### src/hdl/fpa_pkg.sv
// ----------------------------------------------------------------------------
// Fixed-point ALU package
// Constants, operation codes and the pipeline item shared by all stages.
// ----------------------------------------------------------------------------
package fpa_pkg;

	localparam int FRAC_BITS = 8;
	localparam int DATA_W    = 32;
	localparam int NUM_W     = DATA_W + 1 + FRAC_BITS;
	localparam int TOP_W     = NUM_W - DATA_W;
	localparam int DEN_W     = DATA_W + 1;
	localparam int DIV_CELLS = DATA_W;

	localparam logic [DATA_W-1:0] RAW_MAX = {1'b0, {(DATA_W-1){1'b1}}};
	localparam logic [DATA_W-1:0] RAW_MIN = {1'b1, {(DATA_W-1){1'b0}}};

	typedef enum logic [3:0] {
		OP_ADD      = 4'd0,
		OP_SUB      = 4'd1,
		OP_MUL      = 4'd2,
		OP_DIV      = 4'd3,
		OP_GT       = 4'd4,
		OP_LT       = 4'd5,
		OP_GE       = 4'd6,
		OP_LE       = 4'd7,
		OP_EQ       = 4'd8,
		OP_NE       = 4'd9,
		OP_INC      = 4'd10,
		OP_DEC      = 4'd11,
		OP_TO_INT   = 4'd12,
		OP_FROM_INT = 4'd13
	} op_t;

	// res doubles as the quotient shift register for divides
	typedef struct packed {
		logic              is_div;
		logic              ovf;
		logic              flag;
		logic [DATA_W-1:0] res;
		logic [DEN_W-1:0]  rem;
		logic [DEN_W-1:0]  den;
		logic [DATA_W-1:0] low;
	} item_t;

endpackage

### src/hdl/fpa_cmd_if.sv
// ----------------------------------------------------------------------------
// Command channel
// Operation and operands, valid/ready handshake.
// ----------------------------------------------------------------------------
interface fpa_cmd_if;
	import fpa_pkg::*;

	logic                     valid;
	logic                     ready;
	logic [3:0]               operation;
	logic signed [DATA_W-1:0] operand_a;
	logic signed [DATA_W-1:0] operand_b;

	modport source (output valid, operation, operand_a, operand_b, input ready);
	modport sink   (input valid, operation, operand_a, operand_b, output ready);
endinterface

### src/hdl/fpa_front.sv
// ----------------------------------------------------------------------------
// Front end
// Stage 1 registers operands and product; stage 2 forms simple results,
// rounds the product and sets up the divider.
// ----------------------------------------------------------------------------
module fpa_front (
	input  logic           clk,
	input  logic           arst_n,
	fpa_cmd_if.sink        cmd,
	output logic           out_valid,
	output fpa_pkg::item_t out_item,
	input  logic           out_ready
);
	import fpa_pkg::*;

	logic                     valid_s1;
	logic [3:0]               op_s1;
	logic signed [DATA_W-1:0] a_s1;
	logic signed [DATA_W-1:0] b_s1;
	logic signed [2*DATA_W-1:0] prod_s1;
	logic                     en_s1;
	logic                     en_s2;
	item_t                    item_d;

	logic signed [DATA_W:0]     sum;
	logic signed [DATA_W:0]     diff;
	logic [2*DATA_W+1:0]        rnd;
	logic [DATA_W-1+FRAC_BITS:0] shl;
	logic [NUM_W-1:0]           num;
	logic [DEN_W-1:0]           den;

	assign en_s2     = !out_valid || out_ready;
	assign en_s1     = !valid_s1 || en_s2;
	assign cmd.ready = en_s1;

	always_ff @(posedge clk or negedge arst_n) begin
		if (!arst_n) begin
			valid_s1 <= 1'b0;
		end else if (en_s1) begin
			valid_s1 <= cmd.valid;
		end
	end

	always_ff @(posedge clk) begin
		if (en_s1 && cmd.valid) begin
			op_s1   <= cmd.operation;
			a_s1    <= cmd.operand_a;
			b_s1    <= cmd.operand_b;
			prod_s1 <= cmd.operand_a * cmd.operand_b;
		end
	end

	always_comb begin
		sum  = {a_s1[DATA_W-1], a_s1} + {b_s1[DATA_W-1], b_s1};
		diff = {a_s1[DATA_W-1], a_s1} - {b_s1[DATA_W-1], b_s1};
		rnd  = (({2'b00, prod_s1} << 1) >> FRAC_BITS) + (2*DATA_W+2)'(1);
		rnd  = rnd >> 1;
		shl  = (DATA_W+FRAC_BITS)'(unsigned'(a_s1)) << FRAC_BITS;
		num  = (NUM_W'(unsigned'(a_s1)) << (FRAC_BITS + 1)) + NUM_W'(unsigned'(b_s1));
		den  = {b_s1, 1'b0};

		item_d        = '0;
		item_d.den    = den;
		item_d.rem    = DEN_W'(num[NUM_W-1:DATA_W]);
		item_d.low    = num[DATA_W-1:0];
		item_d.ovf    = DEN_W'(num[NUM_W-1:DATA_W]) >= den;

		case (op_s1)
			OP_ADD: begin
				item_d.res = sum[DATA_W] ? '0 : (sum[DATA_W-1] ? RAW_MAX : sum[DATA_W-1:0]);
			end
			OP_SUB: begin
				item_d.res = diff[DATA_W] ? '0 :
				             (diff[DATA_W-1] ? RAW_MAX : diff[DATA_W-1:0]);
			end
			OP_MUL: begin
				if (prod_s1[2*DATA_W-1] || prod_s1 == '0)
					item_d.res = '0;
				else if (rnd[2*DATA_W+1:DATA_W-1] != '0)
					item_d.res = RAW_MAX;
				else
					item_d.res = rnd[DATA_W-1:0];
			end
			OP_DIV: begin
				item_d.is_div = !(a_s1 <= 0 || b_s1 <= 0);
			end
			OP_GT: item_d.flag = a_s1 > b_s1;
			OP_LT: item_d.flag = a_s1 < b_s1;
			OP_GE: item_d.flag = a_s1 >= b_s1;
			OP_LE: item_d.flag = a_s1 <= b_s1;
			OP_EQ: item_d.flag = a_s1 == b_s1;
			OP_NE: item_d.flag = a_s1 != b_s1;
			OP_INC: begin
				item_d.res = (a_s1 == signed'(RAW_MAX)) ? RAW_MAX : a_s1 + 1;
			end
			OP_DEC: begin
				item_d.res = (a_s1 == signed'(RAW_MIN)) ? RAW_MIN : a_s1 - 1;
			end
			OP_TO_INT: item_d.res = a_s1 >>> FRAC_BITS;
			OP_FROM_INT: begin
				if (a_s1 <= 0)
					item_d.res = '0;
				else if (shl[DATA_W-1+FRAC_BITS:DATA_W-1] != '0)
					item_d.res = RAW_MAX;
				else
					item_d.res = shl[DATA_W-1:0];
			end
			default: item_d.res = '0;
		endcase
	end

	always_ff @(posedge clk or negedge arst_n) begin
		if (!arst_n) begin
			out_valid <= 1'b0;
		end else if (en_s2) begin
			out_valid <= valid_s1;
		end
	end

	always_ff @(posedge clk) begin
		if (en_s2 && valid_s1) begin
			out_item <= item_d;
		end
	end
endmodule

### src/flat_wrapper.sv
// flat-port wrapper written by rule: the top's interface ports become plain ports
module fpa_front_flat import fpa_pkg::*;
  (clk, arst_n, out_valid, out_item, out_ready, cmd_valid, cmd_operation, cmd_operand_a, cmd_operand_b, cmd_ready);
  fpa_cmd_if cmd_i ();
  input  logic clk;
  input  logic arst_n;
  output logic out_valid;
  output fpa_pkg::item_t out_item;
  input  logic out_ready;
  input wire logic [$bits(cmd_i.valid)-1:0] cmd_valid;
  input wire logic [$bits(cmd_i.operation)-1:0] cmd_operation;
  input wire logic [$bits(cmd_i.operand_a)-1:0] cmd_operand_a;
  input wire logic [$bits(cmd_i.operand_b)-1:0] cmd_operand_b;
  output wire logic [$bits(cmd_i.ready)-1:0] cmd_ready;
  assign cmd_i.valid = cmd_valid;
  assign cmd_i.operation = cmd_operation;
  assign cmd_i.operand_a = cmd_operand_a;
  assign cmd_i.operand_b = cmd_operand_b;
  assign cmd_ready = cmd_i.ready;
  fpa_front u_core (.clk(clk), .arst_n(arst_n), .cmd(cmd_i), .out_valid(out_valid), .out_item(out_item), .out_ready(out_ready));
endmodule
### config.mk
export PLATFORM = sky130hd
export DESIGN_NAME = fpa_front_flat
export DESIGN_NICKNAME = d
export VERILOG_FILES = /design/src/hdl/fpa_pkg.sv /design/src/hdl/fpa_cmd_if.sv /design/src/hdl/fpa_front.sv /design/src/flat_wrapper.sv
export SDC_FILE = /design/constraint.sdc
export NUM_CORES = 2
export LEC_CHECK = 0
export BUFFER_PORTS_ARGS = -buffer_cell sky130_fd_sc_hd__buf_2
export CAP_MARGIN = 30
export CORE_MARGIN = 2
export CORE_UTILIZATION = 59
export CTS_CLUSTER_DIAMETER = 200
export CTS_CLUSTER_SIZE = 24
export DETAILED_ROUTE_END_ITERATION = 10
export PLACE_DENSITY_LB_ADDON = 0.2
export SLEW_MARGIN = 20
export SYNTH_ARGS = -nofsm -noshare
export SYNTH_HDL_FRONTEND = slang
export SYNTH_SLANG_ARGS = --single-unit
### constraint.sdc
create_clock -name clk -period 4.17 [get_ports clk]
set_clock_uncertainty 0.1 [all_clocks]
set_input_delay 0.6255 -clock clk [delete_from_list [all_inputs] [get_ports clk]]
set_output_delay 0.6255 -clock clk [all_outputs]
set_load 0.1 [all_outputs]
==> results.yml <==
logic_synthesis:
  async_reset_ff_frac: 0.008584
  yosysSeqAreaShare: 0.1349
  yosys-top-cells-area: "fa_1, edfxtp_1, inv_1"
  postSynthCellCount: 5474
  yosys_warnings: 0
  synth_edf_count: 231
  yosysTopAreaCellShare: 0.4193
  syn_area_mm2: 0.05180
  synth_common_cells: "fa_1, inv_1, nand2_1"
  synth_seq_cells: 233
  ys.flop_type: "edfxtp_1"
  yosys.area.top_type: "fa_1"
  avgSynthCellArea_um2: 9.463
  ys_types: 74
  post-synth-top-count-cell: "fa_1"
cells_and_area:
  fillers: 6174
  nNetsFinal: 7701
  finish.utilization: 0.7336
  drive_gt1_frac: 0.2432
  areaGrowthSynthToFinish_pct: 23.06
  stdcell_count: 7419
status:
  violations: "setup timing"
  status: "finished, violations left"
floorplanning:
  io_pins: 207
  rows: 108
  fp.dieH_um: 300.3
  start_util: 0.5962
  dieArea_mm2: 0.09018
  core-area_mm2: 0.08689
  die_w_um: 300.3
clock_tree:
  cts_sinks: 233
  clockBufferDepth: 3
  cts_tree: "built"
  path_clk_slew_ns: 0.09
  cts_buffers: 13
  clk_latency_ns: 0.52
  clockRootBuffer: "clkbuf_16"
  htreeDepth: 1
sta:
  period_needed_ns: 7.500
  fin_crit_sh: 1.799
  finalHoldViolCount: 0
  slew_viol_final: 0
  relSlewSlack: 0.3876
  max_freq_mhz: 133.3
  hold-worst-slack_ns: 0.1835
  rsz0062_at_grt: "true"
  worst_slack_ns: -3.330
  setup_viol: 59
  worst_slew_pin_slew_ns: 0.9187
job:
  cap_violations: 0
grt:
  grt_max_degree: 54
  grt_pass1_vias: 44402
  gr-total-overflow: 0
  grt_pass1_wl_mm: 247.7
  antenna_found_initial: 8
  grt_usage: 0.3568
hold_path:
  hp-class: "in2reg"
  min_to: "u_core.op_s1[3]"
  whs_path_depth: 1
  worstHoldStart: "cmd_operation[3]"
route:
  via_per_inst: 5.672
  route.detailed.drc: 0
  first_pass_iters: 6
  dr.first_iter.drc_count: 3430
  wl_mm: 161.3
  vias: 42079
  post_drt_wl_per_cell_um: 21.74
  ant_nets: 0
critical_path:
  required_ns: 4.33
  end_kind: "register"
  reg2reg_from: "u_core.b_s1[10]"
  crit_type: "in2reg"
  regToRegSetupSlack_ns: -0.57
  rr_worst_depth: 26
  start_kind: "primary input"
  crit_path_max_fanout: 9
  timing.rr.end: "u_core.out_item[131]"
  crit_arrival_ns: 7.66
placement:
  gp_congestion: 0.9898
  io_buffer_count: 181
  hpwl_mm: 131.5
  pre_cts_ws_ns: -4.151
  dpl.cell_count: 7300
-- sequential cells by signal, indices dropped and copies added (netlist names) --
name              count
u_core.valid_s1       1
u_core.a_s1          32
u_core.b_s1          32
u_core.out_item      99
u_core.prod_s1       64
u_core.op_s1          4
u_core.out_valid      1
-- metrics by stage --
step	cell area [um^2]	TNS (ns)
2_1_floorplan	53050	-137.53
6_report	63740	-151.15
5_1_grt	63740	-161.22
3_3_place_gp	59860	-196.71
3_5_place_dp	59880	-201.75
4_1_cts	61940	-146.07
-- kinds of logic (layout without fill, tap and decap cells) --
family,Yosys count,count (layout),share of synthesized area
AND/OR/NAND/NOR,1670,1670,0.1627
buffers and inverters,1383,2146,0.1030
adder cells (fa/ha/maj),1369,1369,0.4879
AO/OA/AOI/OAI,572,573,0.06969
XOR/XNOR,241,241,0.04075
flip-flops,233,233,0.1349
multiplexers,5,5,0.001039
other,1,27,0.00007239
-- placed cells by master, fill, tap and decap left out, types with 16 or more instances in the layout --
master and instances:
a21oi_2 40, nor4_1 34, and2_1 478, fa_2 79, and3_1 26, fa_1 1006
buf_12 51, conb_1 25, buf_4 752, ha_1 229, a21oi_1 125, xor2_1 69
nor2_1 181, nand2_1 582, a21o_1 58, ha_4 49, o21a_1 26, o21ai_1 36
buf_6 112, xnor2_1 153, o21ai_0 85, nand4_1 43, inv_2 32, nand2b_1 34
and2_4 41, edfxtp_1 231, clkbuf_16 16, buf_2 125, nor2b_1 31, nand3_1 73
nor3_1 39, o21bai_1 17, inv_1 1026, o21ai_2 22
-- routing by layer --
metal	vias to the layer above	GRT usage	routed length, um
li1	18352	-	-
met1	21357	0.4698	61030
met2	1888	0.6043	79300
met3	478	0.03678	11760
met4	4	0.1548	9136
met5	-	0	27
-- final cells by class --
class | instances | area (um^2) | share of cell area
timing repair buffer | 1068 | 9061 | 0.1421
tap | 1155 | 1445 | 0.02267
clock inverter | 2 | 17.52 | 0.0002748
antenna | 2 | 5.005 | 0.00007851
inverter | 1061 | 3991 | 0.06261
multi-input combinational | 3883 | 41910 | 0.6574
sequential | 233 | 6987 | 0.1096
clock buffer | 15 | 332.8 | 0.005221
-- worst max-delay path by stage --
| stage | endpoint | cells past startpoint | startpoint |
|---|---|---|---|
| after floorplan | u_core.prod_s1[62] | 26 | cmd_operand_a[31] |
| after global placement | u_core.prod_s1[60] | 27 | cmd_operand_b[6] |
| after detailed placement | u_core.prod_s1[60] | 28 | cmd_operand_b[6] |
| after CTS | u_core.prod_s1[56] | 25 | cmd_operand_b[30] |
| after global routing | u_core.prod_s1[57] | 28 | cmd_operand_b[7] |
| final | u_core.prod_s1[63] | 25 | cmd_operand_a[22] |
-- repair_timing --
action                                  CTS  global route
pin swaps                               119           167
gates cloned                              5             4
hold buffers                              1             0
endpoints found under the setup margin   90            90
gates resized for setup                 320           317
setup buffers                            54            54
hold endpoints to repair                  2             0
-- worst max-delay path, stage by stage --
cell and delay (ns):
buf_4 0.18, buf_4 0.19, nand2_1 0.08, fa_1 0.56
fa_1 0.45, fa_1 0.49, fa_1 0.55, inv_1 0.06
fa_1 0.49, fa_1 0.56, fa_1 0.45, fa_1 0.51
ha_4 0.31, nand4_1 0.19, nor2_4 0.20, nand3_4 0.10
nor4_4 0.37, o21ai_4 0.15, a21oi_2 0.19, o2111ai_2 0.20
a21oi_2 0.24, o31ai_2 0.09, o21ai_1 0.20, a21oi_2 0.09
xnor2_1 0.12
Power is not shown: default switching activity piles up to over one toggle a cycle in this logic, so the estimate is an artifact.
