[src/hdl/fpa_pkg.sv]
// ----------------------------------------------------------------------------
// Fixed-point ALU package
// Constants, operation codes and the pipeline item shared by all stages.
// ----------------------------------------------------------------------------
package fpa_pkg;

	localparam int FRAC_BITS = 8;
	localparam int DATA_W    = 32;
	localparam int NUM_W     = DATA_W + 1 + FRAC_BITS;
	localparam int TOP_W     = NUM_W - DATA_W;
	localparam int DEN_W     = DATA_W + 1;
	localparam int DIV_CELLS = DATA_W;

	localparam logic [DATA_W-1:0] RAW_MAX = {1'b0, {(DATA_W-1){1'b1}}};
	localparam logic [DATA_W-1:0] RAW_MIN = {1'b1, {(DATA_W-1){1'b0}}};

	typedef enum logic [3:0] {
		OP_ADD      = 4'd0,
		OP_SUB      = 4'd1,
		OP_MUL      = 4'd2,
		OP_DIV      = 4'd3,
		OP_GT       = 4'd4,
		OP_LT       = 4'd5,
		OP_GE       = 4'd6,
		OP_LE       = 4'd7,
		OP_EQ       = 4'd8,
		OP_NE       = 4'd9,
		OP_INC      = 4'd10,
		OP_DEC      = 4'd11,
		OP_TO_INT   = 4'd12,
		OP_FROM_INT = 4'd13
	} op_t;

	// res doubles as the quotient shift register for divides
	typedef struct packed {
		logic              is_div;
		logic              ovf;
		logic              flag;
		logic [DATA_W-1:0] res;
		logic [DEN_W-1:0]  rem;
		logic [DEN_W-1:0]  den;
		logic [DATA_W-1:0] low;
	} item_t;

endpackage

[src/hdl/fpa_cell.sv]
// ----------------------------------------------------------------------------
// Divider cell
// One restoring quotient bit per cell; other items pass through.
// ----------------------------------------------------------------------------
module fpa_cell (
	input  logic           clk,
	input  logic           arst_n,
	input  logic           in_valid,
	input  fpa_pkg::item_t in_item,
	output logic           in_ready,
	output logic           out_valid,
	output fpa_pkg::item_t out_item,
	input  logic           out_ready
);
	import fpa_pkg::*;

	logic [DEN_W:0] trial;
	logic [DEN_W:0] diff;
	logic           qbit;
	item_t          nxt;

	assign in_ready = !out_valid || out_ready;

	always_comb begin
		trial = {in_item.rem, in_item.low[DATA_W-1]};
		diff  = trial - {1'b0, in_item.den};
		qbit  = trial >= {1'b0, in_item.den};
		nxt   = in_item;
		if (in_item.is_div) begin
			nxt.low = in_item.low << 1;
			nxt.rem = qbit ? diff[DEN_W-1:0] : trial[DEN_W-1:0];
			nxt.res = {in_item.res[DATA_W-2:0], qbit};
		end
	end

	always_ff @(posedge clk or negedge arst_n) begin
		if (!arst_n) begin
			out_valid <= 1'b0;
		end else if (in_ready) begin
			out_valid <= in_valid;
		end
	end

	always_ff @(posedge clk) begin
		if (in_ready && in_valid) begin
			out_item <= nxt;
		end
	end
endmodule

[config.mk]
export PLATFORM = sky130hd
export DESIGN_NAME = fpa_cell
export DESIGN_NICKNAME = d
export VERILOG_FILES = /design/src/hdl/fpa_pkg.sv /design/src/hdl/fpa_cell.sv
export SDC_FILE = /design/constraint.sdc
export NUM_CORES = 1
export LEC_CHECK = 0
export BUFFER_PORTS_ARGS = -buffer_cell sky130_fd_sc_hd__buf_2
export CAP_MARGIN = 20
export CORE_ASPECT_RATIO = 1.25
export CORE_MARGIN = 2
export CORE_UTILIZATION = 30
export CTS_CLUSTER_DIAMETER = 30
export DETAILED_ROUTE_END_ITERATION = 6
export REMOVE_ABC_BUFFERS = 1
export SLEW_MARGIN = 30
export SYNTH_ARGS = -nofsm -noshare
export SYNTH_HDL_FRONTEND = slang
export SYNTH_SLANG_ARGS = --single-unit
[constraint.sdc]
create_clock -name clk -period 4.9 [get_ports clk]
set_clock_uncertainty 0.1 [all_clocks]
set_input_delay 0.735 -clock clk [delete_from_list [all_inputs] [get_ports clk]]
set_output_delay 0.735 -clock clk [all_outputs]
set_load 0.1 [all_outputs]
==> out/results.tsv, run 1 <==
metric	value	unit
status	finished, final reports clean	
synth_top_family_by_area	compound AO/OA/AOI/OAI gates	
slowest_delay	0.61	ns
synth_flop_cell	edfxtp_1	
syn_area	0.00767	mm^2
yosysSeqAreaShare	52.4	%
drc	0	
path_class	input port to register	
grt_usage	17.3	%
ant_nets	0	
rsz0062_at_grt	no	
startpoint_type	input port	
synth_top_area_share	52.0	%
via_per_inst	4.91	
place.gp.congestion	0.909	
drt_wl_total	23.7	mm
required	5.04	ns
async_reset_ff_share	0.746	%
sw_frac_of_total	37.3	%
reg2reg_depth	3	
ys_warn_count	0	
cp-endpoint	out_item[83]	
antenna_found_initial	4	
overflow	0	
clock_path_buffers	2	
core_area	0.0252	mm^2
synth_edf_count	133	
io_pins	272	
clk_latency	0.42	ns
dp_cells	1253	
port-buffer-count	271	
vias	6324	
dp_hpwl	18.1	mm
setup_ws	1.11	ns
internal-power	2.39	mW
max_cap_violations	0	
hold_viol	0	
setup_viol	0	
firstDrtPassIters	4	
area_growth	29.7	%
cts_buffers	17	
htreeDepth	4	
ir_drop	0.237	mV
wl_per_cell	18.4	um
clock_sinks	134	
critPathCaptureType	register	
timing.fmax	264	MHz
post_cts_resized	0	
cp-startpoint	in_item[31]	
clkPwrFrac	33.5	%
crit_top_cell	inv_1	
cp_max_fo	32	
ys_seq_elements	134	
leakagePower	4.14	nW
final_cell_count_no_fill	1287	
synth_adder_area_share	5.64	%
ctsRootBufferMaster	clkbuf_16	
crit_arrival	3.93	ns
reg2reg_to	out_item[25]	
grt_pass1_vias	6362	
synth_area_leader_cell	edfxtp_1	
finalSetupTns	0	ns
path_cells	buf_2 -> inv_1 -> ha_1 -> inv_1 -> fa_1 -> a21o_1 -> a221oi_2 -> a2bb2oi_2 -> a21oi_2 -> o21ai_4 -> a211o_2 -> nand2_1 -> a311oi_1	
drtIter0Drc	346	
power.density	384	mW/mm^2
min_period_over_period	77.2	%
fin_nets	1109	
cp_top_family	compound AO/OA/AOI/OAI gates	
seq_area	0.00402	mm^2
power.switching	1.43	mW
synthMuxAreaShare	9.08	%
fp-row-count	65	
fp.dieArea	0.0269	mm^2
seqPwrFrac	36.1	%
crit_buf_inv	3	
worst_pin_slew	0.850	ns
cts.reportedPaths.clkPinSlew	0.06	ns
min_path_cells	1	
start_util	30.4	%
drive_gt1_share	40.2	%
die_x	147	um
cts_tree	yes	
ys_types	60	
multi_input_area	0.00333	mm^2
worstHoldPathType	input port to register	
synthTopCellsByArea	edfxtp_1 52%, mux2_2 9.0%, ha_1 5.4%, nor2_1 2.5%, o21ai_0 2.5%	
period_minus_slack	3.79	ns
rr_startpoint	out_valid	
yosys.area_share.xor_xnor	3.08	%
crit_slowest_cell	a211o_2	
crit_cells	13	
yosys.area_share.simple	10.6	%
fp.dieH	183	um
p_total	3.82	mW
syn_inst	674	
combPwrFrac	30.4	%
rrSetupSlack	2.71	ns
place_ws	0.670	ns
grt_pass1_wl	35.3	mm
synth_compound_area_share	14.9	%
grt_max_degree	82	
maxSlewViolCount	0	
min_from	in_item[130]	
avgSynthCellArea	11.4	um^2
max_slew_margin	43.3	%
n_fill_cell	2545	
==> how the worst min path moves through the flow <==
| stage | to |
|---|---|
| after floorplan | out_valid |
| after global placement | out_valid |
| after detailed placement | out_valid |
| after CTS | out_item[130] |
| after global routing | out_item[130] |
| final | out_item[130] |
==> logic make-up (layout without fill, tap and decap cells) <==
family	after synthesis	count (layout)
simple gates	167	167
other cells	0	1
mux	62	62
xor+xnor	27	27
compound gates	175	175
fa+ha+maj	34	34
flops	134	134
buf+inv	75	352
==> per-stage QoR <==
| stage | hold WS, ns | area (um^2) | utilization [%] |
|---|---|---|---|
| detailed placement | 0.413 | 9360 | 37.1 |
| global placement | 0.410 | 9360 | 37.1 |
| floorplan | 0.339 | 7500 | - |
| CTS | 0.369 | 9950 | 39.5 |
| finish | 0.391 | 9950 | 39.5 |
| global route | 0.373 | 9950 | 39.5 |
==> cell type report <==
class | count | area share, %
Tap cell | 335 | 4.21
Sequential cell | 134 | 40.4
Timing Repair Buffer | 278 | 14.5
Clock inverter | 14 | 1.52
Clock buffer | 18 | 4.31
Antenna cell | 1 | 0.0251
Multi-Input combinational cell | 465 | 33.5
Inverter | 42 | 1.58
==> power groups by stage <==
stage	combinational, mW	sequential [mW]	clock (mW)
after floorplan	0.357	1.94	0
after global placement	1.16	1.41	0
after detailed placement	1.16	1.41	0
after CTS	1.17	1.38	1.32
after global routing	1.23	1.39	1.35
final	1.16	1.38	1.28
==> placed cells by master (no fill, tap or decap), types with 4 or more instances in the layout <==
| cell type | netlist | routed |
|---|---|---|
| buf_2 | 4 | 270 |
| edfxtp_1 | 133 | 133 |
| mux2_2 | 61 | 61 |
| nor2_1 | 52 | 52 |
| inv_1 | 42 | 42 |
| o21ai_0 | 38 | 37 |
| a21oi_1 | 36 | 36 |
| nand3_1 | 34 | 34 |
| ha_1 | 33 | 33 |
| nand2_1 | 26 | 26 |
| a31oi_1 | 26 | 26 |
| xnor2_1 | 18 | 18 |
| o21ai_1 | 17 | 17 |
| clkbuf_16 | 0 | 17 |
| a21o_1 | 15 | 15 |
| nand4_1 | 10 | 10 |
| nand2b_1 | 10 | 10 |
| xor2_1 | 9 | 9 |
| and3_1 | 8 | 8 |
| and2_1 | 7 | 6 |
| nor2b_1 | 6 | 6 |
| o221ai_1 | 6 | 6 |
| o211ai_1 | 5 | 5 |
| buf_4 | 3 | 5 |
| o31ai_1 | 4 | 4 |
| clkinv_4 | 0 | 4 |
| clkinvlp_4 | 0 | 4 |
==> synthesized netlist by cell type (all sizes together) (2+ instances only) <==
master and instances:
nand4 10, nand2 26, a21oi 37, nor2b 6, and2 8, nand2b 10, a311oi 2, a21o 15
nand3 34, clkbuf 15, inv 42, a41oi 3, nor3 3, o21ai 56, o21bai 2, nor4 2
o221ai 6, edfxtp 133, o311ai 2, and3 8, a31oi 26, nor2 52, xor2 9, or3 2
mux2 61, ha 33, o21a 3, o31ai 4, buf 18, a211oi 4, o211ai 6, xnor2 18
==> flip-flops by register name, indices dropped and copies added, names as in the netlist <==
register / cells
out_item: 133
out_valid: 1
==> per-layer routing <==
metal | GRT usage, % | part of all wire (%)
met1 | 18.4 | 39
met5 | 0 | 0.12
met3 | 4.55 | 6.5
met4 | 6.81 | 2.8
met2 | 32.3 | 52
==> what timing repair did <==
action	4_1_cts	5_1_grt
hold endpoints to repair	1	0
setup buffers	0	0
hold buffers	1	0
endpoints found under the setup margin	0	0
Power figures use the tool's default switching activity.
==> run 2, diff against run 1 <==
- clock period: 4.9 -> 3.47 ns (I/O delays scaled with it)
==> out/results.tsv, run 2 (same netlist as run 1, synthesis figures left out) <==
metric	value	unit
status	finished, final reports clean	
dp_hpwl	18.6	mm
p_total	5.58	mW
seqPwrFrac	34.9	%
drtIter0Drc	419	
area_growth	33.5	%
drt_wl_total	24.1	mm
n_fill_cell	2497	
postLayoutCellArea	0.0102	mm^2
drc	0	
worstHoldPathType	input port to register	
clk_latency	0.42	ns
largest_register_ff_count	133	
rsz0062_at_grt	no	
path_class	input port to register	
place.gp.congestion	0.923	
fp-row-count	65	
fin_util	40.6	%
drive_gt1_share	42.0	%
layout_commonest_cell	buf_2	
clock_path_buffers	2	
power.switching	2.02	mW
setup_viol	0	
mostFrequentLayoutCells	270 x buf_2, 133 x edfxtp_1, 61 x mux2_2, 52 x nor2_1, 42 x inv_1	
top_register	out_item	
timing.fmax	326	MHz
start_util	30.4	%
io_pins	272	
fp.dieArea	0.0269	mm^2
dpl_cell_area	0.00961	mm^2
grt_pass1_wl	35.3	mm
ctsRootBufferMaster	clkbuf_16	
worst_pin_slew	0.645	ns
via_per_inst	4.90	
htreeDepth	4	
ant_nets	0	
clkPwrFrac	35.0	%
grt_usage	17.3	%
fin_nets	1137	
grt_max_degree	56	
maxSlewViolCount	0	
power.density	545	mW/mm^2
place_ws	-0.0534	ns
dp_cells	1281	
finalSetupTns	0	ns
fp.dieH	183	um
required	3.51	ns
crit_arrival	3.11	ns
combPwrFrac	30.0	%
cts_tree	yes	
ir_drop	0.336	mV
period_minus_slack	3.07	ns
cts_post_setup_buffers_inserted	0	
reg_top3	out_item x133, out_valid x1	
cts.reportedPaths.clkPinSlew	0.06	ns
port-buffer-count	271	
sw_frac_of_total	36.3	%
max_cap_violations	0	
final_cell_count_no_fill	1315	
startpoint_type	input port	
critPathCaptureType	register	
cts_buffers	17	
cp_max_fo	14	
min_period_over_period	88.4	%
hold_viol	0	
overflow	0	
max_slew_margin	56.8	%
setup_ws	0.401	ns
internal-power	3.56	mW
vias	6445	
clock_sinks	134	
core_area	0.0252	mm^2
die_x	147	um
whs	0.175	ns
firstDrtPassIters	5	
wl_per_cell	18.3	um
antenna_found_initial	2	
leakagePower	4.32	nW
grt_pass1_vias	6404	
run 2: changes by cell type in the layout (fill, tap and decap cells not counted):
cell | previous run | this run
clkinv_1 | 1 | 0
clkinv_2 | 1 | 2
clkinvlp_4 | 4 | 1
bufinv_16 | 2 | 4
buf_12 | 2 | 5
clkinv_4 | 4 | 5
buf_4 | 5 | 30
run 2: final timing paths:
| kind | from | end | slack [ns] | cells after the start |
|---|---|---|---|---|
| max reg2reg | out_valid | out_item[90] | 1.68 | 3 |
| max | in_item[31] | out_item[80] | 0.40 | 14 |
| max in group asynchronous | arst_n | out_valid | 2.89 | 2 |
| min reg2reg | out_valid | out_valid | 0.44 | 2 |
| min | in_item[131] | out_item[131] | 0.17 | 1 |
| min in group asynchronous | arst_n | out_valid | 0.30 | 2 |
run 2: final cells by class:
| cell class | count | area (um^2) | area share [%] |
|---|---|---|---|
| Tap cell | 335 | 419 | 4.09 |
| Clock buffer | 18 | 429 | 4.19 |
| Clock inverter | 14 | 199 | 1.94 |
| Sequential cell | 134 | 4020 | 39.2 |
| Timing Repair Buffer | 306 | 1690 | 16.5 |
| Multi-Input combinational cell | 465 | 3330 | 32.5 |
| Inverter | 42 | 158 | 1.54 |
| Antenna cell | 1 | 2.50 | 0.0244 |
run 2: power groups by stage:
stage                     clock [mW]  sequential (mW)  combinational, mW
final                           1.96             1.95               1.68
after global routing            2.06             1.96               1.77
after CTS                       2.01             1.95               1.68
after detailed placement           0             1.98               1.68
after global placement             0             1.98               1.67
after floorplan                    0             2.74              0.505
run 2: repair_timing:
| action | in CTS | in global routing |
|---|---|---|
| hold endpoints to repair | 1 | 0 |
| gates resized for setup | 0 | 0 |
| hold buffers | 1 | 0 |
run 2: worst max-delay path, stage by stage:
cell and delay (ns):
buf_2 0.10, inv_1 0.06, ha_1 0.19, inv_1 0.07, fa_1 0.39, a21o_1 0.24, a221oi_2 0.36, a2bb2oi_2 0.25
a21oi_2 0.11, o21ai_4 0.18, a211oi_4 0.16, buf_12 0.19, o21ai_0 0.17, a31oi_1 0.10
run 2: metal layers:
metal	global-route usage (%)	up-vias	share of wire [%]	wire [um]
met3	3.68	28	6.9	1670
li1	-	3135	-	-
met2	32.1	277	52	12600
met1	19.6	3005	39	9360
met5	0	-	0	0
met4	6.19	0	2.0	472
==> run 3, diff against run 2 <==
- CORE_UTILIZATION: 30 -> 46
- PLACE_DENSITY: not set -> 0.78
==> out/results.tsv, run 3 (same netlist as run 1, synthesis figures left out) <==
metric	value	unit
cp_top_family	compound AO/OA/AOI/OAI gates	
combPwrFrac	30.4	%
ant_nets	0	
power.switching	2.04	mW
min_period_over_period	87.6	%
mostFrequentLayoutCells	270 x buf_2, 133 x edfxtp_1, 61 x mux2_2, 52 x nor2_1, 42 x inv_1	
fin_util	61.8	%
hold_end	out_item[130]	
top_layer	met4	
postLayoutCellArea	0.0101	mm^2
post_cts_resized	0	
cts_buffers	17	
area_growth	31.0	%
rsz0062_at_grt	no	
worst_pin_slew	0.648	ns
drt_wl_total	21.8	mm
timing.fmax	329	MHz
dpl_cell_area	0.00943	mm^2
antenna_found_initial	2	
violations	design-rule violations	
max_slew_margin	56.5	%
grt_usage	24.2	%
rrSetupSlack	1.72	ns
seqPwrFrac	35.5	%
period_minus_slack	3.04	ns
setup_viol	0	
critPathCaptureType	register	
port-buffer-count	271	
drtIter0Drc	599	
startpoint_type	input port	
start_util	47.2	%
fin_nets	1135	
path_cells	buf_2 -> inv_1 -> ha_1 -> inv_1 -> fa_1 -> a21o_1 -> a221oi_2 -> a2bb2oi_2 -> a21oi_2 -> o21ai_4 -> buf_4 -> a211o_2 -> buf_4 -> a21o_1 -> a31oi_1	
wl_met2	10.9	mm
place.gp.congestion	0.919	
min_path_cells	1	
drc	3	
reg2reg_depth	3	
sw_frac_of_total	37.3	%
clk_latency	0.42	ns
crit_slowest_cell	fa_1	
ir_drop	0.261	mV
multi_input_area	0.00333	mm^2
reg_top3	out_item x133, out_valid x1	
leakagePower	4.30	nW
top_register	out_item	
maxSlewViolCount	0	
largest_register_ff_count	133	
crit_arrival	3.08	ns
cp-startpoint	in_item[31]	
ctsRootBufferMaster	clkbuf_16	
met3_length	1.68	mm
die_x	120	um
cts.reportedPaths.clkPinSlew	0.07	ns
min_from	in_item[130]	
cp_max_fo	9	
reg2reg_to	out_item[39]	
htreeDepth	4	
path_class	input port to register	
rr_startpoint	out_valid	
clock_path_buffers	2	
final_cell_count_no_fill	1195	
grt_max_degree	83	
wl_per_cell	18.2	um
via_per_inst	5.49	
fp.dieArea	0.0177	mm^2
seq_area	0.00402	mm^2
io_pins	272	
wl_met1	8.45	mm
cts_tree	yes	
vias	6560	
worstHoldPathType	input port to register	
crit_buf_inv	5	
required	3.51	ns
firstDrtPassIters	7	
internal-power	3.44	mW
drive_gt1_share	41.9	%
grt_pass1_vias	6523	
grt_pass1_wl	33.3	mm
core_area	0.0163	mm^2
overflow	0	
finalSetupTns	0	ns
p_total	5.48	mW
power.density	545	mW/mm^2
clock_sinks	134	
n_fill_cell	1373	
hold_viol	0	
place_ws	0.00526	ns
layout_commonest_cell	buf_2	
fp.dieH	148	um
whs	0.171	ns
slowest_delay	0.40	ns
fp-row-count	52	
status	finished with violations	
dp_hpwl	16.4	mm
dp_cells	1160	
max_cap_violations	0	
clkPwrFrac	34.0	%
setup_ws	0.429	ns
[run 3: layout make-up]
| cell class | count | area share, % |
|---|---|---|
| sequential | 134 | 40.0 |
| timing repair buffer | 304 | 16.5 |
| clock inverter | 15 | 1.83 |
| inverter | 42 | 1.57 |
| tap | 216 | 2.69 |
| antenna | 2 | 0.0498 |
| multi-input combinational | 465 | 33.2 |
| clock buffer | 17 | 4.23 |
[run 3: what timing repair did]
action | CTS | global route
endpoints found under the hold margin | 1 | 0
hold buffers | 1 | 0
buffers inserted | 0 | 0
[run 3: layer usage]
metal  vias to the layer above  GRT usage (%)
met5                         -              0
met4                         0           10.2
met3                        55           7.09
met2                       290           41.9
met1                      3089           27.9
li1                       3126              -
[run 3: worst max-delay path by stage]
stage	to	slack (ns)	depth (start not counted)
global route	out_item[83]	0.27	14
detailed placement	out_item[65]	0.005	15
floorplan	out_item[0]	-1.96	2
finish	out_item[65]	0.43	15
CTS	out_item[65]	0.45	15
global placement	out_item[65]	0.12	15
[run 3: power groups by stage]
stage	registers (mW)	clock network [mW]	logic [mW]
2_1_floorplan	2.74	0	0.505
3_3_place_gp	1.98	0	1.64
3_5_place_dp	1.98	0	1.66
4_1_cts	1.95	1.90	1.66
5_1_grt	1.96	1.97	1.76
6_report	1.95	1.87	1.67
