<file path="config.mk">
export PLATFORM = sky130hd
export DESIGN_NAME = fpa_back_flat
export DESIGN_NICKNAME = d
export VERILOG_FILES = /design/src/hdl/fpa_pkg.sv /design/src/hdl/fpa_rsp_if.sv /design/src/hdl/fpa_back.sv /design/src/flat_wrapper.sv
export SDC_FILE = /design/constraint.sdc
export NUM_CORES = 1
export LEC_CHECK = 0
export BUFFER_PORTS_ARGS = -buffer_cell sky130_fd_sc_hd__buf_2
export CORE_ASPECT_RATIO = 0.7
export CORE_UTILIZATION = 33
export DETAILED_ROUTE_END_ITERATION = 6
export GPL_ROUTABILITY_DRIVEN = 0
export GPL_TIMING_DRIVEN = 0
export MAX_ROUTING_LAYER = met4
export PLACE_DENSITY_LB_ADDON = 0.08
export SYNTH_ARGS = -nofsm -noshare
export SYNTH_HDL_FRONTEND = slang
export SYNTH_SLANG_ARGS = --single-unit
</file>
<file path="constraint.sdc">
create_clock -name clk -period 3.65 [get_ports clk]
set_clock_uncertainty 0.05 [all_clocks]
set_input_delay 0.73 -clock clk [delete_from_list [all_inputs] [get_ports clk]]
set_output_delay 0.73 -clock clk [all_outputs]
set_load 0.05 [all_outputs]
</file>
<file path="src/hdl/fpa_pkg.sv">
// ----------------------------------------------------------------------------
// Fixed-point ALU package
// Constants, operation codes and the pipeline item shared by all stages.
// ----------------------------------------------------------------------------
package fpa_pkg;

	localparam int FRAC_BITS = 8;
	localparam int DATA_W    = 32;
	localparam int NUM_W     = DATA_W + 1 + FRAC_BITS;
	localparam int TOP_W     = NUM_W - DATA_W;
	localparam int DEN_W     = DATA_W + 1;
	localparam int DIV_CELLS = DATA_W;

	localparam logic [DATA_W-1:0] RAW_MAX = {1'b0, {(DATA_W-1){1'b1}}};
	localparam logic [DATA_W-1:0] RAW_MIN = {1'b1, {(DATA_W-1){1'b0}}};

	typedef enum logic [3:0] {
		OP_ADD      = 4'd0,
		OP_SUB      = 4'd1,
		OP_MUL      = 4'd2,
		OP_DIV      = 4'd3,
		OP_GT       = 4'd4,
		OP_LT       = 4'd5,
		OP_GE       = 4'd6,
		OP_LE       = 4'd7,
		OP_EQ       = 4'd8,
		OP_NE       = 4'd9,
		OP_INC      = 4'd10,
		OP_DEC      = 4'd11,
		OP_TO_INT   = 4'd12,
		OP_FROM_INT = 4'd13
	} op_t;

	// res doubles as the quotient shift register for divides
	typedef struct packed {
		logic              is_div;
		logic              ovf;
		logic              flag;
		logic [DATA_W-1:0] res;
		logic [DEN_W-1:0]  rem;
		logic [DEN_W-1:0]  den;
		logic [DATA_W-1:0] low;
	} item_t;

endpackage

</file>
<file path="src/hdl/fpa_rsp_if.sv">
// ----------------------------------------------------------------------------
// Response channel
// Result value and compare flag, valid/ready handshake.
// ----------------------------------------------------------------------------
interface fpa_rsp_if;
	import fpa_pkg::*;

	logic                     valid;
	logic                     ready;
	logic signed [DATA_W-1:0] result_value;
	logic                     compare_true;

	modport source (output valid, result_value, compare_true, input ready);
	modport sink   (input valid, result_value, compare_true, output ready);
endinterface

</file>
<file path="src/hdl/fpa_back.sv">
// ----------------------------------------------------------------------------
// Output stage
// Saturates the quotient and holds the response register.
// ----------------------------------------------------------------------------
module fpa_back (
	input  logic           clk,
	input  logic           arst_n,
	input  logic           in_valid,
	input  fpa_pkg::item_t in_item,
	output logic           in_ready,
	fpa_rsp_if.source      rsp
);
	import fpa_pkg::*;

	logic              valid_q;
	logic [DATA_W-1:0] res_q;
	logic              flag_q;
	logic [DATA_W-1:0] res_d;

	assign in_ready = !valid_q || rsp.ready;

	always_comb begin
		res_d = in_item.res;
		if (in_item.is_div && (in_item.ovf || in_item.res[DATA_W-1]))
			res_d = RAW_MAX;
	end

	always_ff @(posedge clk or negedge arst_n) begin
		if (!arst_n) begin
			valid_q <= 1'b0;
		end else if (in_ready) begin
			valid_q <= in_valid;
		end
	end

	always_ff @(posedge clk) begin
		if (in_ready && in_valid) begin
			res_q  <= res_d;
			flag_q <= in_item.flag;
		end
	end

	assign rsp.valid        = valid_q;
	assign rsp.result_value = res_q;
	assign rsp.compare_true = flag_q;
endmodule

</file>
<file path="src/flat_wrapper.sv">
// flat-port wrapper written by rule: the top's interface ports become plain ports
module fpa_back_flat import fpa_pkg::*;
  (clk, arst_n, in_valid, in_item, in_ready, rsp_valid, rsp_result_value, rsp_compare_true, rsp_ready);
  fpa_rsp_if rsp_i ();
  input  logic clk;
  input  logic arst_n;
  input  logic in_valid;
  input  fpa_pkg::item_t in_item;
  output logic in_ready;
  output wire logic [$bits(rsp_i.valid)-1:0] rsp_valid;
  output wire logic [$bits(rsp_i.result_value)-1:0] rsp_result_value;
  output wire logic [$bits(rsp_i.compare_true)-1:0] rsp_compare_true;
  input wire logic [$bits(rsp_i.ready)-1:0] rsp_ready;
  assign rsp_valid = rsp_i.valid;
  assign rsp_result_value = rsp_i.result_value;
  assign rsp_compare_true = rsp_i.compare_true;
  assign rsp_i.ready = rsp_ready;
  fpa_back u_core (.clk(clk), .arst_n(arst_n), .in_valid(in_valid), .in_item(in_item), .in_ready(in_ready), .rsp(rsp_i));
endmodule
</file>
==> results.yml, run 1 <==
layout:
  nFillCells: 335
  final_cells: 204
  multiInputGateArea_um2: 236.5
  fin_nets: 290
  fin_util: 0.4952
  area_growth_pct: 39.73
  drive_gt1_frac: 0.5455
  seqCellArea_mm2: 0.001016
  diodes: 0
worst_setup_path:
  r2r-end: "u_core.rsp.result_value[21]$_SDFFCE_PP1P_"
  cp.required_ns: 2.87
  worst_path_most_repeated_cell: "buf_2"
  slowest_delay_ns: 0.22
  critPathCapture: "in_ready"
  worstPathArrival_ns: 1.19
  crit_path_start: "rsp_ready"
  r2r-start: "u_core.rsp.valid$_DFFE_PN0P_"
  worstPathMaxFanout: 3
  critPathCaptureType: "output pin"
  slowest_stage: "buf_2"
  reg2reg_depth: 2
  start_kind: "input port"
  r2r_setup_slack_ns: 2.09
  path_cells: "buf_2, nand2b_1, buf_2"
  crit_type: "in2out"
cts:
  cts-buffers-inserted: 5
  clock_sink_count: 34
  path_clk_slew_ns: 0.06
  cts_tree: "built"
  cts_max_path_buffers: 2
  root_buffer: "clkbuf_8"
  cts_htree_levels: 2
  cts-hold-fix-buffers: 0
  insertion_delay_ns: 0.27
  ctsResizeCount: 0
  cts_setup_buffers: 0
place:
  place_ws_ns: 1.137
  dp_cells: 196
  portBuffers: 73
  place_hpwl_mm: 1.911
routing:
  first_iter_violations: 29
  drc: 0
  drt_pass1_iterations: 4
  finalWirelength_mm: 2.533
  via_per_inst: 4.127
  wl_per_cell_um: 12.42
  num_vias: 842
  ant_nets: 0
grt:
  grt_use_total: 0.1316
  first_global_vias: 780
  gr-total-overflow: 0
  grt_start_max_net_pins: 34
  antenna_found_initial: 0
  grt_first_pass_wirelength_mm: 3.712
timing:
  tightestPinTransition_ns: 0.7331
  hold_viol: 0
  max_slew_margin: 0.5112
  setup_viol: 0
  maxSlewViolCount: 0
  setup_slack_ns: 1.677
  rsz0062_at_grt: "no"
  max_freq_mhz: 506.9
  post-route-period-util: 0.5405
  setup_tns_ns: 0
  period_needed_ns: 1.973
  hold_slack_ns: 0.1692
run:
  cap_violations: 0
power:
  vdd_drop_max_uv: 238.6
  p_per_area_mw_per_mm2: 480.2
  p_leak_nw: 0.7448
logic_synthesis:
  synth_edf_count: 33
  ys_types: 7
  netlist_instances: 73
  netlist_top_cells_count: "edfxtp_1 (33), nand2b_1 (33), buf_6 (3)"
  syn_area_mm2: 0.001285
  yosysWarnings: 0
  syn-num-nets: 210
  synth.avg_cell_area_um2: 17.60
  yosysTopAreaCellShare: 0.7712
  yosysTopAreaCell: "edfxtp_1"
  synth_seq_area_share: 0.7907
  ys.flop_type: "edfxtp_1"
  yosys_register_bits: 34
  postSynth.asyncResetShare: 0.02941
  yosys-top-cells-area: "edfxtp_1 (77%), nand2b_1 (16%), buf_6 (2.6%)"
floorplan:
  ios: 172
  fp.dieW_um: 76.59
  start_util: 0.3544
  fp-row-count: 18
  fp.dieH_um: 54.21
  dieArea_mm2: 0.004152
  core_mm2: 0.003626
worst_hold_path:
  hold_path.class: "in2async"
outcome:
  status: "finished, final reports clean"
## power by group
group / switching (mW) / internal, mW / total [mW]
registers: 0.00475 / 0.455 / 0.460
logic: 0.108 / 0.0430 / 0.151
clock network: 0.120 / 0.131 / 0.251
total: 0.233 / 0.629 / 0.862
## sequential cells by signal, summed over array words and instances (netlist names)
name	cells
u_core.rsp.valid	1
u_core.rsp.result_value	32
u_core.rsp.compare_true	1
## metal layers
| metal | vias to the layer above | wire (µm) | global-route usage |
|---|---|---|---|
| met3 | 5 | 167 | 0.05167 |
| met4 | 0 | 30 | 0.06731 |
| met5 | - | 0 | - |
| li1 | 411 | - | - |
| met1 | 393 | 942 | 0.1398 |
| met2 | 33 | 1392 | 0.2222 |
## layout by cell type, fill, tap and decap left out
master / synthesis / layout
and2_2: 0 / 1
buf_2: 0 / 73
buf_6: 3 / 3
clkbuf_1: 0 / 1
clkbuf_8: 0 / 5
clkinv_1: 0 / 1
clkinv_2: 0 / 1
dfrtp_1: 1 / 1
edfxtp_1: 33 / 33
nand2b_1: 33 / 33
nor2b_1: 1 / 1
o21ai_4: 1 / 1
## worst min-delay path by stage
stage / endpoint / slack, ns
5_1_grt: u_core.rsp.valid$_DFFE_PN0P_ / 0.15
3_3_place_gp: u_core.rsp.valid$_DFFE_PN0P_ / 0.45
2_1_floorplan: u_core.rsp.valid$_DFFE_PN0P_ / 0.38
6_report: u_core.rsp.valid$_DFFE_PN0P_ / 0.17
4_1_cts: u_core.rsp.valid$_DFFE_PN0P_ / 0.16
3_5_place_dp: u_core.rsp.valid$_DFFE_PN0P_ / 0.46
## stage by stage
step	power [mW]	area [µm²]
floorplan	0.5749	1285
global placement	0.6199	1713
detailed placement	0.6223	1713
CTS	0.8746	1794
global route	0.9046	1795
finish	0.8623	1795
## cell type report
class	instances	area share
clock inverter	2	0.004878
tap	50	0.03484
clock buffer	6	0.04042
buffer	3	0.01882
multi-input combinational	36	0.1317
timing repair buffer	73	0.2035
sequential	34	0.5659
## worst max-delay path, delay by kind of cell
| kind | cells | cell delay, ns |
|---|---|---|
| AND/OR/NAND/NOR | 1 | 0.15 |
| buffers and inverters | 2 | 0.31 |
## cell families (layout without fill, tap and decap cells)
family,count (synthesis),count (layout),synth area share
simple gates,35,35,0.1704
compound gates,1,1,0.01266
buf+inv,3,84,0.02629
flops,34,34,0.7906
No activity file was read; power rests on OpenSTA's default activity.
==> run 2, diff against run 1 <==
- CORE_UTILIZATION: 33 -> 28
- clock period: 3.65 -> 1.81 ns (I/O delays scaled with it)
==> results.yml, run 2 (synthesized netlist as in run 1, its figures left out) <==
grt:
  grt_use_total: 0.1183
  grt_start_max_net_pins: 34
  grt_first_pass_wirelength_mm: 4.057
  first_global_vias: 828
  gr-total-overflow: 0
  antenna_found_initial: 0
routing:
  num_vias: 836
  wl_per_cell_um: 12.13
  drc: 0
  ant_nets: 0
  first_iter_violations: 40
  finalWirelength_mm: 2.535
  drt_pass1_iterations: 4
  via_per_inst: 4.000
power:
  seqPwrFrac: 0.532
  p_comb_frac: 0.176
  vdd_drop_max_uv: 447.1
  power.switching_uw: 472.1
  p_sw_frac: 0.2707
  p_int_mw: 1.272
  clockPowerShare: 0.292
  p_per_area_mw_per_mm2: 963.3
  p_leak_nw: 0.7462
timing:
  hold_viol: 0
  setup_tns_ns: 0
  rsz0062_at_grt: "no"
  period_needed_ns: 1.424
  max_freq_mhz: 702.4
  post-route-period-util: 0.7866
  maxSlewViolCount: 0
  tightestPinTransition_ns: 0.4281
  max_slew_margin: 0.7146
  setup_viol: 0
floorplan:
  core_mm2: 0.004379
  start_util: 0.2934
  fp.dieH_um: 58.68
  fp-row-count: 20
  fp.dieW_um: 82.97
  ios: 172
  dieArea_mm2: 0.004869
worst_setup_path:
  slowest_delay_ns: 0.39
  crit_type: "reg2out"
  worstPathMaxFanout: 3
  cp.required_ns: 1.40
  slowest_stage: "dfrtp_1"
  r2r_setup_slack_ns: 0.50
  path_cells: "nand2b_2, buf_2"
  critPathCaptureType: "output pin"
  start_kind: "flip-flop"
  worstPathArrival_ns: 1.01
cts:
  clock_sink_count: 34
  cts-buffers-inserted: 5
  path_clk_slew_ns: 0.06
  cts_htree_levels: 2
  insertion_delay_ns: 0.27
  cts_max_path_buffers: 2
  root_buffer: "clkbuf_8"
  cts_tree: "built"
outcome:
  status: "finished, final reports clean"
layout:
  mostFrequentLayoutCell: "buf_2"
  largest_reg_flops: 32
  drive_gt1_frac: 0.5455
  fin_util: 0.4134
  most-common-layout-cells: "buf_2 (73), edfxtp_1 (33), nand2b_1 (32)"
  fin_nets: 291
  area_growth_pct: 40.90
  diodes: 0
worst_hold_path:
  hold_path.class: "in2reg"
run:
  cap_violations: 0
place:
  portBuffers: 73
run 2: critical path, delay by kind of cell (launching register included):
family	cells	cell delay, ns
buffers and inverters	1	0.26
flip-flops	1	0.39
AND/OR/NAND/NOR	1	0.09
run 2: power groups by stage:
stage / logic, mW / registers, mW / clock network (mW)
floorplan: 0.0706 / 1.09 / 0
global placement: 0.308 / 0.943 / 0
detailed placement: 0.311 / 0.944 / 0
CTS: 0.313 / 0.928 / 0.531
global route: 0.328 / 0.931 / 0.573
finish: 0.308 / 0.927 / 0.509
run 2: final cells by class:
cell class / instances / area [µm²]
fill: 437 / 2569
buffer: 3 / 33.78
clock buffer: 7 / 76.32
sequential: 34 / 1016
multi-input combinational: 36 / 240.2
timing repair buffer: 74 / 375.4
tap: 55 / 68.82
run 2: what timing repair did:
action                                  in CTS  in global routing
hold endpoints to repair                     1                  0
resized for setup                            0                  0
hold buffers                                 1                  0
endpoints found under the setup margin       0                  0
setup buffers                                0                  0
run 2: routing by layer:
metal,wire length [µm],global-route usage
met1,1152,0.1466
met2,1082,0.1628
met3,267,0.05891
met4,32,0.05172
met5,0,-
run 2: metrics by stage:
stage / area [µm²] / total power, mW / cells / worst slack, ns / hold WS [ns]
6_report: 1810 / 1.744 / 209 / 0.3863 / 0.2128
5_1_grt: 1810 / 1.832 / 209 / 0.3066 / 0.2035
3_5_place_dp: 1724 / 1.255 / 201 / 0.3843 / 0.08937
2_1_floorplan: 1290 / 1.161 / 73 / 0.1217 / 0.01641
4_1_cts: 1810 / 1.771 / 209 / 0.3709 / 0.2004
3_3_place_gp: 1724 / 1.251 / 201 / 0.4064 / 0.08876
run 2: worst paths after layout:
check                                             start                                         to  cells after the start
max in group asynchronous                        arst_n               u_core.rsp.valid$_DFFE_PN0P_                      2
min in group asynchronous                        arst_n               u_core.rsp.valid$_DFFE_PN0P_                      2
min                                        in_item[130]          u_core.rsp.compare_true$_DFFE_PP_                      1
max                        u_core.rsp.valid$_DFFE_PN0P_                                   in_ready                      2
min reg2reg                u_core.rsp.valid$_DFFE_PN0P_               u_core.rsp.valid$_DFFE_PN0P_                      2
max reg2reg                u_core.rsp.valid$_DFFE_PN0P_  u_core.rsp.result_value[29]$_SDFFCE_PP1P_                      2
==> run 3, diff against run 2 <==
- ABC_AREA: default -> 1
- CORE_UTILIZATION: 28 -> 29
- clock period: 1.81 -> 1.25 ns (I/O delays scaled with it)
==> results.yml, run 3 <==
power:
  finalPower_mw: 2.613
  p_per_area_mw_per_mm2: 1315
  p_leak_nw: 0.9776
  vdd_drop_max_uv: 600.3
logic_synthesis:
  netlist_instances: 110
  yosysTopAreaCellShare: 0.7273
  synth_compound_area_frac: 0.01561
  ys_types: 9
  synth.avg_cell_area_um2: 12.39
  yosys-top-cells-area: "edfxtp_1 (73%), inv_1 (9.6%), nand2_1 (6.3%)"
  yosys_register_bits: 34
  synth_top_family_by_area: "buffers and inverters"
  yosysWarnings: 0
  netlist_top_cells_count: "inv_1 (35), edfxtp_1 (33), nand2_1 (23)"
  syn_area_mm2: 0.001363
  postSynth.asyncResetShare: 0.02941
  synth_edf_count: 33
  yosysTopAreaCell: "edfxtp_1"
  syn-num-nets: 247
  synth_xor_area_frac: 0
  synth_mux_area_frac: 0
  synth_seq_area_share: 0.7456
  yosys.area_share.adder: 0
  ys.flop_type: "edfxtp_1"
  yosys.area_share.simple: 0.1175
  synth.most_common_cell: "inv_1"
layout:
  fin_util: 0.4486
  nFillCells: 438
  final_cell_area_mm2: 0.001987
  drive_gt1_frac: 0.5152
  fin_nets: 334
  mostFrequentLayoutCell: "buf_2"
  most-common-layout-cells: "buf_2 (72), inv_1 (35), edfxtp_1 (33)"
  area_growth_pct: 45.82
  multiInputGateArea_um2: 211.5
  diodes: 0
  seqCellArea_mm2: 0.001017
  largest_reg_flops: 32
cts:
  path_clk_slew_ns: 0.07
  cts_htree_levels: 2
  cts_tree: "built"
  root_buffer: "clkbuf_8"
  cts-buffers-inserted: 5
  clock_sink_count: 34
  insertion_delay_ns: 0.27
  cts_max_path_buffers: 2
timing:
  setup_viol: 17
  maxSlewViolCount: 0
  setup_tns_ns: -0.1925
  hold_slack_ns: 0.1030
  setup_slack_ns: -0.01466
  tightestPinTransition_ns: 0.2732
  post-route-period-util: 1.012
  hold_viol: 0
  max_slew_margin: 0.8191
  period_needed_ns: 1.265
  max_freq_mhz: 790.7
  rsz0062_at_grt: "yes"
grt:
  gr-total-overflow: 0
  first_global_vias: 968
  grt_start_max_net_pins: 18
  grt_first_pass_wirelength_mm: 4.436
  antenna_found_initial: 0
  grt_use_total: 0.1305
place:
  placed_area_mm2: 0.001809
  portBuffers: 73
  place_hpwl_mm: 1.981
floorplan:
  fp-row-count: 20
  fp.dieW_um: 83.93
  dieArea_mm2: 0.004981
  ios: 172
  core_mm2: 0.004429
  start_util: 0.3076
  fp.dieH_um: 59.35
outcome:
  violations: "design-rule violations, negative setup slack"
  status: "finished with violations"
worst_setup_path:
  cp.required_ns: 1.19
  reg2reg_depth: 3
  r2r_setup_slack_ns: -0.01
  crit_type: "reg2reg"
  r2r-start: "u_core.rsp.valid$_DFFE_PN0P_"
  critPathCapture: "u_core.rsp.result_value[29]$_SDFFCE_PP1P_"
  worstPathMaxFanout: 17
  start_kind: "flip-flop"
  critPathCaptureType: "flip-flop"
  worstPathArrival_ns: 1.20
  crit_path_start: "u_core.rsp.valid$_DFFE_PN0P_"
  r2r-end: "u_core.rsp.result_value[29]$_SDFFCE_PP1P_"
routing:
  drt_pass1_iterations: 7
  finalWirelength_mm: 2.958
  num_vias: 1000
  ant_nets: 0
  first_iter_violations: 36
  drc: 5
  via_per_inst: 3.953
  wl_per_cell_um: 11.69
worst_hold_path:
  hold_path.class: "in2reg"
  min_from: "in_item[130]"
run:
  cap_violations: 0
-- run 3: changes by cell type after synthesis, sizes merged --
cell	previous run	this run
nand2b	33	0
a21oi	0	1
inv	0	35
nor2	0	3
and2	1	0
nand2	0	33
nor2b	1	0
-- run 3: worst max-delay path, cell delays in order, from the launching register on --
cell	delay [ns]
dfrtp_2	0.43
buf_4	0.15
a21oi_4	0.17
buf_12	0.17
-- run 3: layout make-up --
cell class / count / share of cell area
Timing Repair Buffer: 79 / 0.2229
Clock buffer: 6 / 0.03652
Buffer: 3 / 0.01700
Sequential cell: 34 / 0.5120
Inverter: 35 / 0.06612
Multi-Input combinational cell: 39 / 0.1064
Tap cell: 55 / 0.03463
Clock inverter: 2 / 0.004408
-- run 3: metal layers --
metal / GRT usage / up-vias / wire length, µm
li1: - / 503 / -
met1: 0.1403 / 454 / 1142
met2: 0.2272 / 41 / 1615
met3: 0.04039 / 2 / 173
met4: 0.05911 / 0 / 27
met5: - / - / 0
-- run 3: cells by family after synthesis --
family / count (synthesis)
AO/OA/AOI/OAI: 2
buffers and inverters: 38
flip-flops: 34
AND/OR/NAND/NOR: 36
-- run 3: how the worst min path moves through the flow --
stage	cells past startpoint	to
floorplan	0	u_core.rsp.valid$_DFFE_PN0P_
global placement	1	u_core.rsp.valid$_DFFE_PN0P_
global route	1	u_core.rsp.compare_true$_DFFE_PP_
CTS	1	u_core.rsp.compare_true$_DFFE_PP_
detailed placement	1	u_core.rsp.valid$_DFFE_PN0P_
finish	1	u_core.rsp.compare_true$_DFFE_PP_
-- run 3: repair_timing --
item | in CTS | in global routing
setup buffers | 5 | 0
hold endpoints to repair | 1 | 0
pin swaps | 2 | 0
resized for setup | 5 | 2
gates cloned | 1 | 0
endpoints found under the setup margin | 35 | 35
hold buffers | 1 | 0
-- run 3: power breakdown --
part / switching [mW] / leakage [nW] / internal (mW) / total [mW]
clock: 0.372 / 0.0426 / 0.382 / 0.754
combinational: 0.360 / 0.625 / 0.154 / 0.515
sequential: 0.0147 / 0.310 / 1.33 / 1.34
-- run 3: per-stage QoR --
| step | worst slack, ns | std cells |
|---|---|---|
| final | -0.01466 | 253 |
| after global routing | -0.03377 | 253 |
| after CTS | -0.002094 | 253 |
| after detailed placement | -0.4910 | 238 |
| after global placement | -0.4251 | 238 |
| after floorplan | -0.3579 | 110 |
